File: config.mk
export PLATFORM = sky130hd
export DESIGN_NAME = bounded_sorted_best_k_pool_flat
export DESIGN_NICKNAME = d
export VERILOG_FILES = /design/src/rtl/bsk_pkg.sv /design/src/rtl/bsk_ifs.sv /design/src/rtl/bsk_store.sv /design/src/rtl/bounded_sorted_best_k_pool.sv /design/src/flat_wrapper.sv
export SDC_FILE = /design/constraint.sdc
export NUM_CORES = 1
export LEC_CHECK = 0
export BUFFER_PORTS_ARGS = -buffer_cell sky130_fd_sc_hd__buf_4
export CORE_MARGIN = 2
export CORE_UTILIZATION = 45
export DETAILED_ROUTE_END_ITERATION = 8
export PLACE_DENSITY = 0.65
export SYNTH_ARGS = -nofsm -noshare
export SYNTH_HDL_FRONTEND = slang
export SYNTH_SLANG_ARGS = --single-unit
File: constraint.sdc
create_clock -name clk -period 7.4 [get_ports clk]
set_input_delay 1.11 -clock clk [delete_from_list [all_inputs] [get_ports clk]]
set_output_delay 1.11 -clock clk [all_outputs]
set_load 0.05 [all_outputs]
File: src/rtl/bsk_pkg.sv
package bsk_pkg;

  localparam int KEY_W = 32;
  localparam int PRI_W = 32;
  localparam int IDX_W = 4;
  localparam int CNT_W = 5;
  localparam int STATUS_W = 2;

  localparam logic MODE_OFFER = 1'b0;
  localparam logic MODE_READ  = 1'b1;

  localparam logic [STATUS_W-1:0] ST_DROPPED  = 2'd0;
  localparam logic [STATUS_W-1:0] ST_TAKEN    = 2'd1;
  localparam logic [STATUS_W-1:0] ST_REPLACED = 2'd2;
  localparam logic [STATUS_W-1:0] ST_READ     = 2'd3;

  localparam logic signed [PRI_W-1:0] WORST_INIT = 32'sh7FFF_FFFF;

  typedef struct packed {
    logic [KEY_W-1:0]        key;
    logic signed [PRI_W-1:0] pri;
  } entry_t;

endpackage

File: src/rtl/bsk_ifs.sv
interface bsk_offer_if import bsk_pkg::*; ();
  logic                    valid;
  logic                    ready;
  logic                    mode;
  logic [KEY_W-1:0]        new_key;
  logic signed [PRI_W-1:0] new_priority;
  logic [IDX_W-1:0]        read_index;

  modport source (output valid, mode, new_key, new_priority, read_index, input ready);
  modport sink   (input valid, mode, new_key, new_priority, read_index, output ready);
endinterface

interface bsk_result_if import bsk_pkg::*; ();
  logic                    valid;
  logic                    ready;
  logic [STATUS_W-1:0]     status;
  logic [KEY_W-1:0]        entry_key;
  logic signed [PRI_W-1:0] entry_priority;
  logic [CNT_W-1:0]        entry_count;

  modport source (output valid, status, entry_key, entry_priority, entry_count, input ready);
  modport sink   (input valid, status, entry_key, entry_priority, entry_count, output ready);
endinterface

File: src/rtl/bsk_store.sv
module bsk_store import bsk_pkg::*; #(
  parameter int DEPTH = 16
) (
  input  logic                     clk,
  input  logic                     wr_en,
  input  logic [$clog2(DEPTH)-1:0] wr_addr,
  input  entry_t                   wr_data,
  input  logic [$clog2(DEPTH)-1:0] rd_addr,
  output entry_t                   rd_data
);

  entry_t mem [DEPTH];

  always_ff @(posedge clk) begin
    if (wr_en) begin
      mem[wr_addr] <= wr_data;
    end
    rd_data <= mem[rd_addr];
  end

endmodule

File: src/rtl/bounded_sorted_best_k_pool.sv
// Sorted pool of the best POOL_SIZE (key, priority) entries, lower priority
// being better, priorities in signed Q16.16.
//
// Channels: "offer" carries requests (mode 0 offers new_key/new_priority,
// mode 1 reads the entry at read_index); "result" returns one answer per
// request with status, entry_key, entry_priority and entry_count.
//
// An offer that walks the list steps over the held entries in turn with the
// single compare-and-swap unit, which works on the entry memory through
// its one read and one write port, then finishes and emits. A rejected
// offer goes straight to the emit step; a read passes through a read step
// first. Only one request is in flight; offer.ready returns once the
// answer is loaded.
//
// The result sits in an output register, so a new request is taken while an
// earlier answer still waits; a stalled receiver holds the sequencer in its
// emit step until the register frees up.
//
// Reset (synchronous, rst high) empties the pool and sets the worst priority
// to the largest positive value; the entry memory is not cleared.
module bounded_sorted_best_k_pool import bsk_pkg::*; #(
  parameter int POOL_SIZE = 16
) (
  input  logic          clk,
  input  logic          rst,
  bsk_offer_if.sink     offer,
  bsk_result_if.source  result
);

  localparam int AW   = $clog2(POOL_SIZE);
  localparam int CW   = $clog2(POOL_SIZE + 1);
  localparam int CMPW = AW + 1;

  typedef enum logic [2:0] {
    S_IDLE,
    S_WALK,
    S_FINISH,
    S_READ,
    S_EMIT
  } state_t;

  state_t                  state;
  logic [CW-1:0]           held;
  logic signed [PRI_W-1:0] worst;
  logic [AW-1:0]           idx;
  entry_t                  carry;
  logic [KEY_W-1:0]        offer_key;
  logic                    placed;
  logic signed [PRI_W-1:0] last_pri;
  logic                    rd_ok;
  logic [STATUS_W-1:0]     res_status;
  entry_t                  res_entry;

  logic                    out_valid;
  logic [STATUS_W-1:0]     out_status;
  entry_t                  out_entry;
  logic [CNT_W-1:0]        out_count;

  logic                    accept;
  logic                    has_room;
  logic                    swap;
  logic                    last_step;
  logic [CMPW-1:0]         idx_inc;
  logic [AW+IDX_W-1:0]     idx_wide;
  logic [CW+IDX_W-1:0]     held_cmp;
  logic [CW+IDX_W-1:0]     read_cmp;
  logic [CW+CNT_W-1:0]     held_wide;
  logic                    idx_in_range;

  logic                    wr_en;
  logic [AW-1:0]           wr_addr;
  entry_t                  wr_data;
  logic [AW-1:0]           rd_addr;
  entry_t                  rd_data;

  bsk_store #(
    .DEPTH (POOL_SIZE)
  ) u_store (
    .clk     (clk),
    .wr_en   (wr_en),
    .wr_addr (wr_addr),
    .wr_data (wr_data),
    .rd_addr (rd_addr),
    .rd_data (rd_data)
  );

  assign offer.ready = (state == S_IDLE);
  assign accept      = offer.valid & offer.ready;

  assign has_room = (held < CW'(POOL_SIZE));

  // Read index is a fixed 4-bit field: widen it before narrowing to the
  // address and compare it against the count in a common width.
  assign idx_wide     = {{AW{1'b0}}, offer.read_index};
  assign held_cmp     = {{IDX_W{1'b0}}, held};
  assign read_cmp     = {{CW{1'b0}}, offer.read_index};
  assign idx_in_range = (read_cmp < held_cmp);
  assign held_wide    = {{CNT_W{1'b0}}, held};

  // Shared compare unit: the carried entry displaces the stored one when
  // the stored priority is strictly worse.
  assign swap      = (rd_data.pri > carry.pri);
  assign idx_inc   = {1'b0, idx} + CMPW'(1);
  assign last_step = (idx_inc == CMPW'(held));

  // Read address: entry 0 (or the read index) while idle, so the walk starts
  // with data in hand; during the walk prefetch the next entry.
  always_comb begin
    rd_addr = '0;
    unique case (state)
      S_IDLE: begin
        rd_addr = (offer.mode == MODE_READ) ? idx_wide[AW-1:0] : '0;
      end
      S_WALK: begin
        rd_addr = idx_inc[AW-1:0];
      end
      default: begin
        rd_addr = '0;
      end
    endcase
  end

  // Single write port: swap back into the walked slot, or append at the end.
  always_comb begin
    wr_en   = 1'b0;
    wr_addr = idx;
    wr_data = carry;
    unique case (state)
      S_WALK: begin
        wr_en = swap;
      end
      S_FINISH: begin
        wr_en   = has_room;
        wr_addr = held[AW-1:0];
      end
      default: begin
        wr_en = 1'b0;
      end
    endcase
  end

  always_ff @(posedge clk) begin
    if (rst) begin
      state     <= S_IDLE;
      held      <= '0;
      worst     <= WORST_INIT;
      out_valid <= 1'b0;
    end else begin
      // Drop the taken answer; the emit step does its own handoff.
      if (out_valid && result.ready && state != S_EMIT) begin
        out_valid <= 1'b0;
      end

      unique case (state)
        S_IDLE: begin
          if (accept) begin
            carry.key <= offer.new_key;
            carry.pri <= offer.new_priority;
            offer_key <= offer.new_key;
            placed    <= 1'b0;
            idx       <= '0;
            res_entry <= '0;
            if (offer.mode == MODE_READ) begin
              rd_ok <= idx_in_range;
              state <= S_READ;
            end else if (!(has_room || worst >= offer.new_priority)) begin
              // Full and the offer is worse than the worst held: drop it.
              res_status <= ST_DROPPED;
              state      <= S_EMIT;
            end else if (held == '0) begin
              state <= S_FINISH;
            end else begin
              state <= S_WALK;
            end
          end
        end

        S_WALK: begin
          // Track the priority left at this slot; at the last step it is the
          // tail of the list.
          last_pri <= swap ? carry.pri : rd_data.pri;
          idx      <= idx_inc[AW-1:0];
          if (swap) begin
            carry  <= rd_data;
            placed <= 1'b1;
          end
          if (swap && rd_data.key == offer_key) begin
            // Older copy of this key pushed out: stop, leave worst stale.
            res_status <= ST_REPLACED;
            state      <= S_EMIT;
          end else if (last_step) begin
            state <= S_FINISH;
          end
        end

        S_FINISH: begin
          if (has_room) begin
            held       <= held + CW'(1);
            worst      <= carry.pri;
            res_status <= ST_TAKEN;
          end else begin
            worst      <= last_pri;
            res_status <= placed ? ST_TAKEN : ST_DROPPED;
          end
          state <= S_EMIT;
        end

        S_READ: begin
          res_status <= ST_READ;
          res_entry  <= rd_ok ? rd_data : '0;
          state      <= S_EMIT;
        end

        S_EMIT: begin
          // Hold here until the output register is free.
          if (!out_valid || result.ready) begin
            out_valid  <= 1'b1;
            out_status <= res_status;
            out_entry  <= res_entry;
            out_count  <= held_wide[CNT_W-1:0];
            state      <= S_IDLE;
          end
        end

        default: begin
          state <= S_IDLE;
        end
      endcase
    end
  end

  assign result.valid          = out_valid;
  assign result.status         = out_status;
  assign result.entry_key      = out_entry.key;
  assign result.entry_priority = out_entry.pri;
  assign result.entry_count    = out_count;

endmodule

File: src/flat_wrapper.sv
// flat-port wrapper written by rule: the top's interface ports become plain ports
module bounded_sorted_best_k_pool_flat import bsk_pkg::*;
#(
  parameter int POOL_SIZE = 16
)
  (clk, rst, offer_valid, offer_mode, offer_new_key, offer_new_priority, offer_read_index, offer_ready, result_valid, result_status, result_entry_key, result_entry_priority, result_entry_count, result_ready);
  bsk_offer_if offer_i ();
  bsk_result_if result_i ();
  input  logic clk;
  input  logic rst;
  input wire logic [$bits(offer_i.valid)-1:0] offer_valid;
  input wire logic [$bits(offer_i.mode)-1:0] offer_mode;
  input wire logic [$bits(offer_i.new_key)-1:0] offer_new_key;
  input wire logic [$bits(offer_i.new_priority)-1:0] offer_new_priority;
  input wire logic [$bits(offer_i.read_index)-1:0] offer_read_index;
  output wire logic [$bits(offer_i.ready)-1:0] offer_ready;
  output wire logic [$bits(result_i.valid)-1:0] result_valid;
  output wire logic [$bits(result_i.status)-1:0] result_status;
  output wire logic [$bits(result_i.entry_key)-1:0] result_entry_key;
  output wire logic [$bits(result_i.entry_priority)-1:0] result_entry_priority;
  output wire logic [$bits(result_i.entry_count)-1:0] result_entry_count;
  input wire logic [$bits(result_i.ready)-1:0] result_ready;
  assign offer_i.valid = offer_valid;
  assign offer_i.mode = offer_mode;
  assign offer_i.new_key = offer_new_key;
  assign offer_i.new_priority = offer_new_priority;
  assign offer_i.read_index = offer_read_index;
  assign offer_ready = offer_i.ready;
  assign result_valid = result_i.valid;
  assign result_status = result_i.status;
  assign result_entry_key = result_i.entry_key;
  assign result_entry_priority = result_i.entry_priority;
  assign result_entry_count = result_i.entry_count;
  assign result_i.ready = result_ready;
  bounded_sorted_best_k_pool #(.POOL_SIZE(POOL_SIZE)) u_core (.clk(clk), .rst(rst), .offer(offer_i), .result(result_i));
endmodule
==> impl_metrics.tcl <==
set metrics [dict create \
    cts_buffers 140 \
    grt_pass1_wl_um 202000 \
    path_max_fanout 26 \
    dp_cells 5478 \
    clockBufferDepth 3 \
    hold_violations 0 \
    yosys.area_share.xor_xnor_pct 0.614 \
    hp-class "reg2reg" \
    synth_area_um2 55600 \
    path_common_cell "buf_4" \
    antenna_found_initial 6 \
    port_buffers 145 \
    rows 129 \
    cts_tree "done" \
    period_share_pct 67.5 \
    num_vias 32700 \
    cts.sinks 1400 \
    synth_edf_count 1295 \
    fin_nets 4126 \
    cts_hold_buf 0 \
    wl_um 135000 \
    ys_seq_elements 1400 \
    finalNonFillerCells 5738 \
    reg2reg_from "u_core.carry[31]" \
    synthFlopType "edfxtp_1" \
    synth_cells 3893 \
    place_area_um2 58600 \
    gr-total-overflow 0 \
    post_cts_buffers 0 \
    leakagePower_uw 0.0209 \
    arrival_ns 5.38 \
    synthTopCellsByArea "edfxtp_1 70%, nand2_1 4.5%, a211oi_1 4.5%" \
    start_util_pct 45.2 \
    crit_family "compound AO/OA/AOI/OAI gates" \
    drc 0 \
    first_pass_iters 6 \
    grt_max_degree 226 \
    worst_setup_path_end_kind "register" \
    clk_pin_slew_ns 0.06 \
    regArea_um2 41000 \
    ir_drop_mv 0.231 \
    synth_commonest_cells "1,295 x edfxtp_1, 670 x nand2_1, 334 x a211oi_1, 271 x and2_1, 183 x clkbuf_1" \
    worst_path_max_delay_cell "nor4_1" \
    critPathKind "reg2reg" \
    drv_slew 0 \
    cts.repair.resized 0 \
    avgSynthCellArea_um2 14.3 \
    yosys.area.top_type_share_pct 69.9 \
    fmax_mhz 200 \
    fin_worst_skew_ns 0.0242 \
    finalSetupTns_ns 0 \
    dp_hpwl_um 74400 \
    die_width_um 356 \
    grt_pass1_vias 31500 \
    die_area_um2 126000 \
    fin_crit_ns 5.00 \
    ys_async_sr_fraction_pct 0 \
    num_io_pins 146 \
    power_uw 19800 \
    cp_data_required_time_ns 7.78 \
    relSlewSlack_pct 15.1 \
    rsz0062_at_grt "no" \
    yosys.area_share.simple_pct 9.25 \
    synth_most_common_cell "edfxtp_1" \
    synth.area.mux_share_pct 1.44 \
    gp_congestion 0.805 \
    n_fill_cell 10100 \
    grt_use_total_pct 21.1 \
    multi_input_area_um2 13600 \
    setup_viol 0 \
    yosysTopAreaCell "edfxtp_1" \
    cap_violations 0 \
    htreeDepth 4 \
    synthAdderAreaFrac_pct 1.57 \
    drt-wirelength-per-cell_um 23.4 \
    worst_pin_slew_ns 1.27 \
    drive_above_1_share_pct 11.8 \
    synth_top_family_by_area "compound AO/OA/AOI/OAI gates" \
    synth-compound-area-share_pct 11.0 \
    drtIter0Drc 3832 \
    worstHoldStart "u_core.res_entry[63]" \
    die_y_um 356 \
    finalInstanceArea_um2 63300 \
    ys_warn_count 0 \
    powerDensity_nw_per_um2 313 \
    status "finished clean" \
    diodes 0 \
    critPathMaxStageDelay_ns 0.87 \
    ys_types 58 \
    worstSetupStartpoint "u_core.carry[31]" \
    core-area_um2 123000 \
    final_antenna_net_count 0 \
    syn-num-nets 4036 \
    via_per_inst 5.70 \
    yosysSeqAreaShare_pct 73.7 \
    start_kind "register" \
    worstSkewPairLatency_ns 0.76 \
    crit_buf_inv 3 \
    syn_to_final_growth_pct 13.8 \
    path_cells "inv_1, ha_1, nand4_1, nor4_1, o31a_1, o21a_4, o211ai_1, buf_4, a21oi_4, buf_4" \
    root_buffer "clkbuf_16" \
]
## metrics by stage
| step | hold slack (ns) | utilization, % | setup slack (ns) |
|---|---|---|---|
| final | 0.403 | 51.4 | 2.40 |
| after global routing | 0.413 | 51.4 | 2.16 |
| after CTS | 0.403 | 51.4 | 2.40 |
| after detailed placement | 0.405 | 47.6 | 2.40 |
| after global placement | 0.401 | 47.6 | 2.51 |
| after floorplan | 0.400 | - | -0.302 |
## report_power, final
group / internal, uW / total, uW / switching (uW)
logic: 1010 / 2860 / 1850
registers: 9270 / 9780 / 508
clock network: 4160 / 7190 / 3030
total: 14400 / 19800 / 5390
## flip-flops by register name, indices dropped and copies added, names as in the netlist, 2 cells and up
| register | flops |
|---|---|
| u_core.carry | 64 |
| u_core.held | 5 |
| u_core.idx | 4 |
| u_core.last_pri | 32 |
| u_core.offer_key | 32 |
| u_core.res_entry | 64 |
| u_core.res_status | 2 |
| u_core.result.entry_count | 5 |
| u_core.result.entry_key | 32 |
| u_core.result.entry_priority | 32 |
| u_core.result.status | 2 |
| u_core.state | 3 |
| u_core.u_store.mem | 1024 |
| u_core.u_store.rd_data | 64 |
| u_core.worst | 32 |
## placed cells by master (no fill, tap or decap), types with 11 or more instances in the layout
cell type / count
a311oi_1: 129
ha_1: 70
mux2i_1: 32
xor2_1: 34
nand3_1: 11
a21oi_1: 158
dfxtp_1: 104
mux2_4: 29
clkbuf_16: 141
nor2_1: 53
a211o_1: 33
and2_1: 271
nand2_1: 670
nand4_1: 18
and2_0: 51
edfxtp_1: 1295
clkbuf_8: 13
o21ai_0: 49
clkinv_1: 16
a211oi_1: 325
buf_12: 12
clkbuf_1: 37
a31oi_1: 130
buf_4: 194
clkinv_2: 17
bufinv_16: 13
nor4_1: 13
inv_1: 72
## worst reg2reg max path: stages, from the launching register on
cell      delay (ns)
edfxtp_1        0.70
inv_1           0.10
ha_1            0.52
nand4_1         0.18
nor4_1          0.87
o31a_1          0.38
o21a_4          0.18
o211ai_1        0.10
buf_4           0.23
a21oi_4         0.75
buf_4           0.58
## cell families after synthesis
| kind of cell | after synthesis |
|---|---|
| AO/OA/AOI/OAI | 874 |
| XOR/XNOR | 39 |
| adder cells (fa/ha/maj) | 70 |
| buffers and inverters | 332 |
| flip-flops | 1400 |
| multiplexers | 65 |
| AND/OR/NAND/NOR | 1113 |
## area by class of cell
type / instances / area share [%]
Sequential cell: 1400 / 64.7
Multi-Input combinational cell: 2161 / 21.4
Clock buffer: 191 / 6.07
Tap cell: 1637 / 3.23
Timing Repair Buffer: 206 / 2.68
Clock inverter: 69 / 1.41
Inverter: 74 / 0.443
## worst paths after layout
path	to	slack, ns	cells past startpoint
setup / recovery	u_core.u_store.mem[14][63]	2.40	10
hold / removal	u_core.result.entry_key[31]	0.40	0
setup reg to reg	u_core.u_store.mem[14][63]	2.40	10
hold reg to reg	u_core.result.entry_key[31]	0.40	0
## routing by layer
layer	wire (um)	global-route usage (%)	vias up
met5	0	0	-
met4	3050	6.02	0
met3	8870	3.49	193
met2	64300	34.0	1082
met1	58300	29.7	16500
li1	-	-	14900
Note: power is estimated with default switching activity, not from simulation.
